`src/rtl/bcs_pkg.sv`:
```
// ----------------------------------------------------------------------------
// bcs_pkg
// Shared types and constants for the box collision search block.
// ----------------------------------------------------------------------------
package bcs_pkg;

    localparam int ENTRY_COUNT = 64;
    localparam int ENTRY_AW    = (ENTRY_COUNT > 1) ? $clog2(ENTRY_COUNT) : 1;

    // slave-side tdata: index, pos_x, pos_y, width, height, page_col, page_row, solid
    localparam int S_TDATA_W = 80;
    localparam int S_TUSER_W = 3;   // op, kind
    // master-side tdata: hit_index, overlap_x, overlap_y
    localparam int M_TDATA_W = 32;
    localparam int M_TUSER_W = 3;   // hit, kind_echo

    typedef enum logic {
        OP_WRITE = 1'b0,
        OP_QUERY = 1'b1
    } t_op;

    typedef enum logic [1:0] {
        ST_IDLE,
        ST_MOVER,
        ST_SCAN,
        ST_RESULT
    } t_state;

    typedef struct packed {
        logic signed [15:0] y;
        logic signed [15:0] x;
        logic        [11:0] h;
        logic        [11:0] w;
        logic signed [7:0]  row;
        logic signed [7:0]  col;
    } t_entry;

    typedef struct packed {
        logic take;        // item accepted this cycle
        logic scan_start;  // mover data valid: latch it and read entry 0
        logic scan_next;   // read the entry after the one being compared
        logic load_hit;    // capture hit fields into the pending result
        logic push;        // move pending result into the output register
    } t_dp_cmd;

    typedef struct packed {
        logic is_query;
        logic mover_ok;
        logic cmp_hit;
        logic cmp_last;
        logic out_free;
    } t_dp_sts;

endpackage

```
`src/rtl/bcs_ctrl.sv`:
```
// ----------------------------------------------------------------------------
// bcs_ctrl
// Sequencer: accepts an item, walks the table scan for a query with a solid mover, hands off the result.
// ----------------------------------------------------------------------------
module bcs_ctrl (
    input  logic             i_clk,
    input  logic             i_rst_n,
    input  logic             i_s_tvalid,
    output logic             o_s_tready,
    input  bcs_pkg::t_dp_sts i_sts,
    output bcs_pkg::t_dp_cmd o_cmd
);
    import bcs_pkg::*;

    t_state r_state;
    t_state n_state;

    always_ff @(posedge i_clk) begin
        if (!i_rst_n) begin
            r_state <= ST_IDLE;
        end else begin
            r_state <= n_state;
        end
    end

    always_comb begin
        n_state    = r_state;
        o_cmd      = '0;
        o_s_tready = 1'b0;
        case (r_state)
            ST_IDLE: begin
                o_s_tready = 1'b1;
                if (i_s_tvalid) begin
                    o_cmd.take = 1'b1;
                    if (i_sts.is_query && i_sts.mover_ok) begin
                        n_state = ST_MOVER;
                    end else begin
                        n_state = ST_RESULT;
                    end
                end
            end
            ST_MOVER: begin
                o_cmd.scan_start = 1'b1;
                n_state          = ST_SCAN;
            end
            ST_SCAN: begin
                if (i_sts.cmp_hit) begin
                    o_cmd.load_hit = 1'b1;
                    n_state        = ST_RESULT;
                end else if (i_sts.cmp_last) begin
                    n_state = ST_RESULT;
                end else begin
                    o_cmd.scan_next = 1'b1;
                end
            end
            ST_RESULT: begin
                if (i_sts.out_free) begin
                    o_cmd.push = 1'b1;
                    n_state    = ST_IDLE;
                end
            end
            default: begin
                n_state = ST_IDLE;
            end
        endcase
    end

endmodule

```
`config.mk`:
```
export PLATFORM = sky130hd
export DESIGN_NAME = bcs_ctrl
export DESIGN_NICKNAME = d
export VERILOG_FILES = /design/src/rtl/bcs_pkg.sv /design/src/rtl/bcs_ctrl.sv
export SDC_FILE = /design/constraint.sdc
export NUM_CORES = 1
export LEC_CHECK = 0
export BUFFER_PORTS_ARGS = -buffer_cell sky130_fd_sc_hd__buf_2
export CORE_AREA = 2 2 39 41
export CTS_CLUSTER_DIAMETER = 30
export CTS_CLUSTER_SIZE = 24
export DETAILED_ROUTE_END_ITERATION = 6
export DIE_AREA = 0 0 41 43
export GPL_TIMING_DRIVEN = 0
export HOLD_SLACK_MARGIN = 0.05
export MAX_ROUTING_LAYER = met4
export PLACE_DENSITY = 0.39
export SLEW_MARGIN = 10
export SYNTH_ARGS = -nofsm -noshare
export SYNTH_HDL_FRONTEND = slang
export SYNTH_SLANG_ARGS = --single-unit
```
`constraint.sdc`:
```
create_clock -name i_clk -period 3.65 [get_ports i_clk]
set_input_delay 0.5475 -clock i_clk [delete_from_list [all_inputs] [get_ports i_clk]]
set_output_delay 0.5475 -clock i_clk [all_outputs]
set_load 0.02 [all_outputs]
```
== After elaboration in Yosys (flattened, before gate mapping) ==
Cells that the tools add are included.
W data, S select, Z words.
Operators by class
  equality and inequality tests: 6
  muxes and demuxes: 16
  reduce and logical (&&, ||, !) cells: 3
Operator list (count)
  $mux W2: 6
  $mux W1: 9
  $pmux W2 S4: 1
  $eq A2 B2 Y1 const B: 2
  $ne A2 B2 Y1 const B: 2
  $ne A3 B3 Y1 const B: 1
  $reduce_and A3 Y1: 1
  $eq A2 B1 Y1 const B: 1
  $logic_not A2 Y1: 1
  $logic_and A1 B1 Y1: 1
Storage, ports and cells
  bits in registers: 2
  output and inout bits: 6
  word-level logic and storage cells: 26

== Logic depth before layout (Yosys ltp) ==
Gate-level depths: netlist of run 1.
  depth after elaboration: 4
  gate-level depth with buffers: 5
  depth with buffers taken out: 5

== Worst setup path before layout of run 1 ==
Ideal clock, no wire load.
  path kind: flip-flop to output port
  from: register r_state[0]
  to: output port o_cmd[4] in the netlist's numbering
  data arrival time: 999 ps
  required time: 3102 ps
  path slack: 2103 ps
  stages on the path, launching flop included: 4
  buffers on the path: 0
  cells stage by stage: dfxtp_1 > inv_1 > ha_1 > and2_1
RTL lines
  start: declaration: line bcs_ctrl.sv:15  | t_state r_state;
  start signal: assignment: line bcs_ctrl.sv:22  | r_state <= n_state;
  end: declaration: line bcs_ctrl.sv:11  | output bcs_pkg::t_dp_cmd o_cmd

==> impl_metrics.ini, run 1 <==
[status]
outcome = complete, no violations

[cells_and_area]
largest_reg_flops = 2
layout_commonest_cell = buf_2
largestRegisters = r_state: 2 flops
finalInstanceArea_um2 = 310
syn_to_final_growth_pct = 53.1
layout-drive-gt1-share = 0.541
nets = 51
insertedDiodeCount = 0
top_register = r_state
final_cell_mix = buf_2, ha_1, clkbuf_4

[place]
place_hpwl_um = 378
dpl_cell_area_um2 = 288
gp_congestion = 0.597
port_buffers = 13

[clocking]
root_buffer = clkbuf_4
cts_tree = built
cts.sinks = 2
cts-hold-fix-buffers = 0
post_cts_resized = 0
numCtsBuffers = 3
cts_setup_buffers = 0
cts.path.max_buffers = 2
clkLatencyLatePin_ps = 220
clk_pin_slew_ps = 30
htree_levels = 1

[worst_hold_path]
hold_path_depth = 2
hp-class = reg2reg

[drt]
wire_per_inst_um = 8.62
wl_um = 457
route.detailed.drc = 0
viasPerCell = 3.62
dr.pass1.iters = 1
antenna_left = 0
vias = 192
drtIter0Drc = 0

[synthesis]
synth_top_family_by_area = simple AND/OR/NAND/NOR gates
syn_nets = 33
synth_cell_types = 14
synthFlopType = dfxtp_1
synth_compound_area_frac = 0.123
synth_mux_area_frac = 0.0494
synth-xor-area-share = 0
ys_ff_latch = 2
synthArstFlopShare = 0
ys.warnings.count = 0
post_synth_fa_ha_maj_area_fraction = 0.247
yosys.area_share.simple = 0.346
synthCells = 21
synth_enable_flop_cells = 0
netlist_area_um2 = 203
syn_area_per_cell_um2 = 9.65
ys_seq_area_frac = 0.198

[floorplan]
io_pins = 14
fp.coreArea_um2 = 1380
rows = 14
die_x_um = 41
initial_core_util = 0.146
dieArea_um2 = 1760
die_h_um = 43

[sta]
worstMarginPinSlew_ps = 216
tns_ps = 0
final.min_clock_period_ps = 1800
finalCritPeriodShare = 0.494
clock_skew_ps = 0.219
setup_viol_count_final = 0
drv_slew = 0
maxSlewHeadroom = 0.855
grt_setup_unrepaired = no
hold_viol_final = 0
max_clock_freq_mhz = 555

[setup_path]
crit_fanout = 4
cp.arrival_ps = 1250
required_ps = 3100
cp-endpoint = o_cmd[2]
reg2reg_depth = 5
path_class = reg2out
r2r_end = r_state[1]$_SDFFE_PN0P_
reg2reg_slack_ps = 2280
worst_path_max_delay_cell = dfxtp_1
setup.worst_path.start = r_state[0]$_SDFFE_PN0P_
critPathBufInv = 2
max_stage_delay_ps = 330
crit_path_cell_trace = inv_1 -> ha_1 -> nor3b_4 -> buf_2
end_kind = output port
cp.depth = 4
crit_family = flip-flops
cp-start-kind = flop
r2r-start = r_state[0]$_SDFFE_PN0P_

[job]
drv_cap = 0

[grt]
grt_usage = 0.0646
antenna_found_initial = 0
grt_pass1_vias = 181
grt_pass1_wl_um = 717
overflow = 0
grt_max_degree = 7

[power_and_ir_drop]
leakage_nw = 0.164
irDropWorstVdd_mv = 0.243
powerDensity_nw_per_um2 = 723
[report_power, final]
group | leakage [nW] | internal [mW] | switching (mW)
Clock | 0.0138 | 0.0363 | 0.0124
Sequential | 0.0167 | 0.0322 | 0.0113
Combinational | 0.133 | 0.0580 | 0.0741
[cells in the mapped netlist (2+ instances only)]
| cell type | n | share of area |
|---|---|---|
| inv_1 | 2 | 0.037 |
| ha_1 | 4 | 0.25 |
| dfxtp_1 | 2 | 0.20 |
| and2_1 | 2 | 0.062 |
| nor2b_1 | 2 | 0.062 |
[cell type report]
| cell class | instances | area, µm² |
|---|---|---|
| sequential | 2 | 40.0 |
| tap | 16 | 20.0 |
| fill | 150 | 1070 |
| clock buffer | 3 | 22.5 |
| multi-input combinational | 17 | 155 |
| inverter | 2 | 7.51 |
| timing repair buffer | 13 | 65.1 |
[stage by stage]
| step | hold slack (ps) | total power, mW | setup WS (ps) | utilization | instances |
|---|---|---|---|---|---|
| after detailed placement | 511 | 0.178 | 2020 | 0.208 | 50 |
| after global routing | 535 | 0.250 | 1730 | 0.224 | 53 |
| after global placement | 505 | 0.178 | 2030 | 0.208 | 50 |
| after floorplan | 468 | 0.140 | 2100 | - | 21 |
| final | 509 | 0.224 | 1850 | 0.224 | 53 |
| after CTS | 516 | 0.231 | 1820 | 0.224 | 53 |
[per-layer routing]
metal,vias up,wire length [µm],track usage
li1,104,-,-
met1,74,239,0.0796
met2,14,152,0.0813
met3,0,65,0.0157
met4,0,0,0.0600
met5,-,0,-
[worst min-delay path by stage]
stage	end	from	slack, ps
final	r_state[1]$_SDFFE_PN0P_	r_state[1]$_SDFFE_PN0P_	510
after global routing	r_state[1]$_SDFFE_PN0P_	r_state[1]$_SDFFE_PN0P_	540
after CTS	r_state[1]$_SDFFE_PN0P_	r_state[1]$_SDFFE_PN0P_	520
after detailed placement	r_state[1]$_SDFFE_PN0P_	r_state[1]$_SDFFE_PN0P_	510
after global placement	r_state[1]$_SDFFE_PN0P_	r_state[1]$_SDFFE_PN0P_	510
after floorplan	r_state[1]$_SDFFE_PN0P_	r_state[1]$_SDFFE_PN0P_	470
[cell families (layout without fill, tap and decap cells)]
kind of cell             Yosys count  in the layout
flip-flops                         2              2
AO/OA/AOI/OAI                      3              3
AND/OR/NAND/NOR                    9              9
multiplexers                       1              1
buffers and inverters              2             18
adder cells (fa/ha/maj)            4              4
[worst min-delay path, stage by stage (launching register included)]
cell	delay, ps
dfxtp_1	330
nand2_1	70
mux2i_1	60
No activity file was read; power rests on OpenSTA's default activity.
==> run 2: changes to the inputs <==
--- a/config.mk
+++ b/config.mk
@@ -5,6 +5,7 @@
 export SDC_FILE = /design/constraint.sdc
 export NUM_CORES = 1
 export LEC_CHECK = 0
+export ABC_AREA = 1
 export BUFFER_PORTS_ARGS = -buffer_cell sky130_fd_sc_hd__buf_2
 export CORE_AREA = 2 2 39 41
 export CTS_CLUSTER_DIAMETER = 30
@@ -14,7 +15,7 @@
 export GPL_TIMING_DRIVEN = 0
 export HOLD_SLACK_MARGIN = 0.05
 export MAX_ROUTING_LAYER = met4
-export PLACE_DENSITY = 0.39
+export PLACE_DENSITY = 0.42
 export SLEW_MARGIN = 10
 export SYNTH_ARGS = -nofsm -noshare
 export SYNTH_HDL_FRONTEND = slang
==> constraint.sdc (replaced) <==
create_clock -name i_clk -period 1.59 [get_ports i_clk]
set_input_delay 0.2385 -clock i_clk [delete_from_list [all_inputs] [get_ports i_clk]]
set_output_delay 0.2385 -clock i_clk [all_outputs]
set_load 0.02 [all_outputs]
==> impl_metrics.ini, run 2 <==
[power_and_ir_drop]
p_total_mw = 0.612
leakage_nw = 0.230
irDropWorstVdd_mv = 0.584
powerDensity_nw_per_um2 = 1820

[setup_path]
path_class = reg2out
cp.arrival_ps = 1210
crit_fanout = 4
cp-start-kind = flop
required_ps = 1350
crit_path_cell_trace = inv_1 -> ha_1 -> nand2_2 -> inv_2 -> buf_2
worst_path_max_delay_cell = dfxtp_1
end_kind = output port
max_stage_delay_ps = 380

[sta]
clock_skew_ps = 0.666
tns_ps = 0
maxSlewHeadroom = 0.863
fin_ws_ps = 137
max_clock_freq_mhz = 688
hold_viol_final = 0
finalCritPeriodShare = 0.914
setup_viol_count_final = 0
grt_setup_unrepaired = no
drv_slew = 0
worstMarginPinSlew_ps = 206
hold-worst-slack_ps = 258
final.min_clock_period_ps = 1450

[cells_and_area]
layout_commonest_cell = buf_2
fillers = 165
final_cell_mix = buf_2, nand2_1, inv_1
instances_no_fill = 67
layout-drive-gt1-share = 0.451
finalInstanceArea_um2 = 337
largestRegisters = r_state: 2 flops
largest_reg_flops = 2
syn_to_final_growth_pct = 47.0
insertedDiodeCount = 0
top_register = r_state
nets = 65
final_util = 0.243

[grt]
antenna_found_initial = 0
grt_usage = 0.0677
grt_max_degree = 7
overflow = 0
grt_pass1_wl_um = 786
grt_pass1_vias = 228

[synthesis]
synth_commonest_cells = inv_1, nand2_1, ha_1
syn_area_per_cell_um2 = 6.54
synth_enable_flop_cells = 0
netlist_area_um2 = 229
ys_ff_latch = 2
synth_top_area_frac = 0.219
synth_cell_types = 13
yosys.area.top_type = ha_1
synthCells = 35
syn_nets = 47
ys.warnings.count = 0
netlist_top_cells_area = ha_1, dfxtp_1, inv_1
synthFlopType = dfxtp_1
ys_seq_area_frac = 0.175
synthArstFlopShare = 0

[job]
drv_cap = 0

[place]
dpl_cell_area_um2 = 314
port_buffers = 13
place_hpwl_um = 378
dp_cells = 64
gp_congestion = 0.658
post-place-ws_ps = 349

[drt]
antenna_left = 0
viasPerCell = 3.57
dr.pass1.iters = 2
wire_per_inst_um = 6.79
drtIter0Drc = 1
vias = 239
route.detailed.drc = 0
wl_um = 455

[clocking]
htree_levels = 1
cts.path.max_buffers = 2
cts_setup_buffers = 0
post_cts_resized = 0
cts-hold-fix-buffers = 0
cts.sinks = 2
clk_pin_slew_ps = 30
numCtsBuffers = 3
root_buffer = clkbuf_4
cts_tree = built
clkLatencyLatePin_ps = 220

[floorplan]
io_pins = 14
initial_core_util = 0.165
fp.coreArea_um2 = 1380
rows = 14
die_h_um = 43
die_x_um = 41
dieArea_um2 = 1760

[worst_hold_path]
hp-class = in2reg

[status]
outcome = complete, no violations
## run 2: changes by cell type in the layout (fill, tap and decap cells not counted), moves of 2 or more
cell / before / now
and2_1: 2 / 0
inv_1: 2 / 8
nor2b_1: 2 / 0
nor2_2: 0 / 2
nand2_2: 0 / 2
nor2_1: 0 / 3
nand2_1: 1 / 8
## run 2: cell type report
class                   instances  area, µm²  area share
repair buffers                 13       65.1       0.193
flip-flops and latches          2       40.0       0.119
inverters                       9       33.8       0.100
clock buffers                   3       22.5      0.0669
multi-input cells              24        155       0.461
well taps                      16       20.0      0.0595
## run 2: per-layer routing
metal	global-route usage	vias to the layer above	routed length, µm
li1	-	137	-
met1	0.0828	95	200
met2	0.0875	7	221
met3	0.0157	0	32
met4	0.0600	0	0
met5	-	-	0
## run 2: cells by family after synthesis
logic type                 synth area share
adders and majority gates             0.219
AOI/OAI and AO/OA                    0.0492
DFF                                   0.175
buffers and inverters                 0.148
and+or+nand+nor                       0.410
## run 2: worst paths after layout
| path | to | slack (ps) | depth (start not counted) | from |
|---|---|---|---|---|
| min | r_state[1]$_SDFFE_PN0P_ | 260 | 3 | i_rst_n |
| max reg2reg | r_state[1]$_SDFFE_PN0P_ | 380 | 6 | r_state[0]$_SDFFE_PN0P_ |
| max | o_cmd[2] | 140 | 5 | r_state[0]$_SDFFE_PN0P_ |
| min reg2reg | r_state[0]$_SDFFE_PN0P_ | 570 | 2 | r_state[0]$_SDFFE_PN0P_ |
## run 2: power breakdown
part	total, mW	switching [mW]	internal, mW
Combinational	0.398	0.248	0.150
Clock	0.111	0.0276	0.0832
Sequential	0.103	0.0258	0.0773
## run 2: worst max-delay path, delay by kind of cell (launching register included)
kind / cells / cell delay (ps)
flops: 1 / 380
buf+inv: 3 / 260
fa+ha+maj: 1 / 240
simple gates: 1 / 120
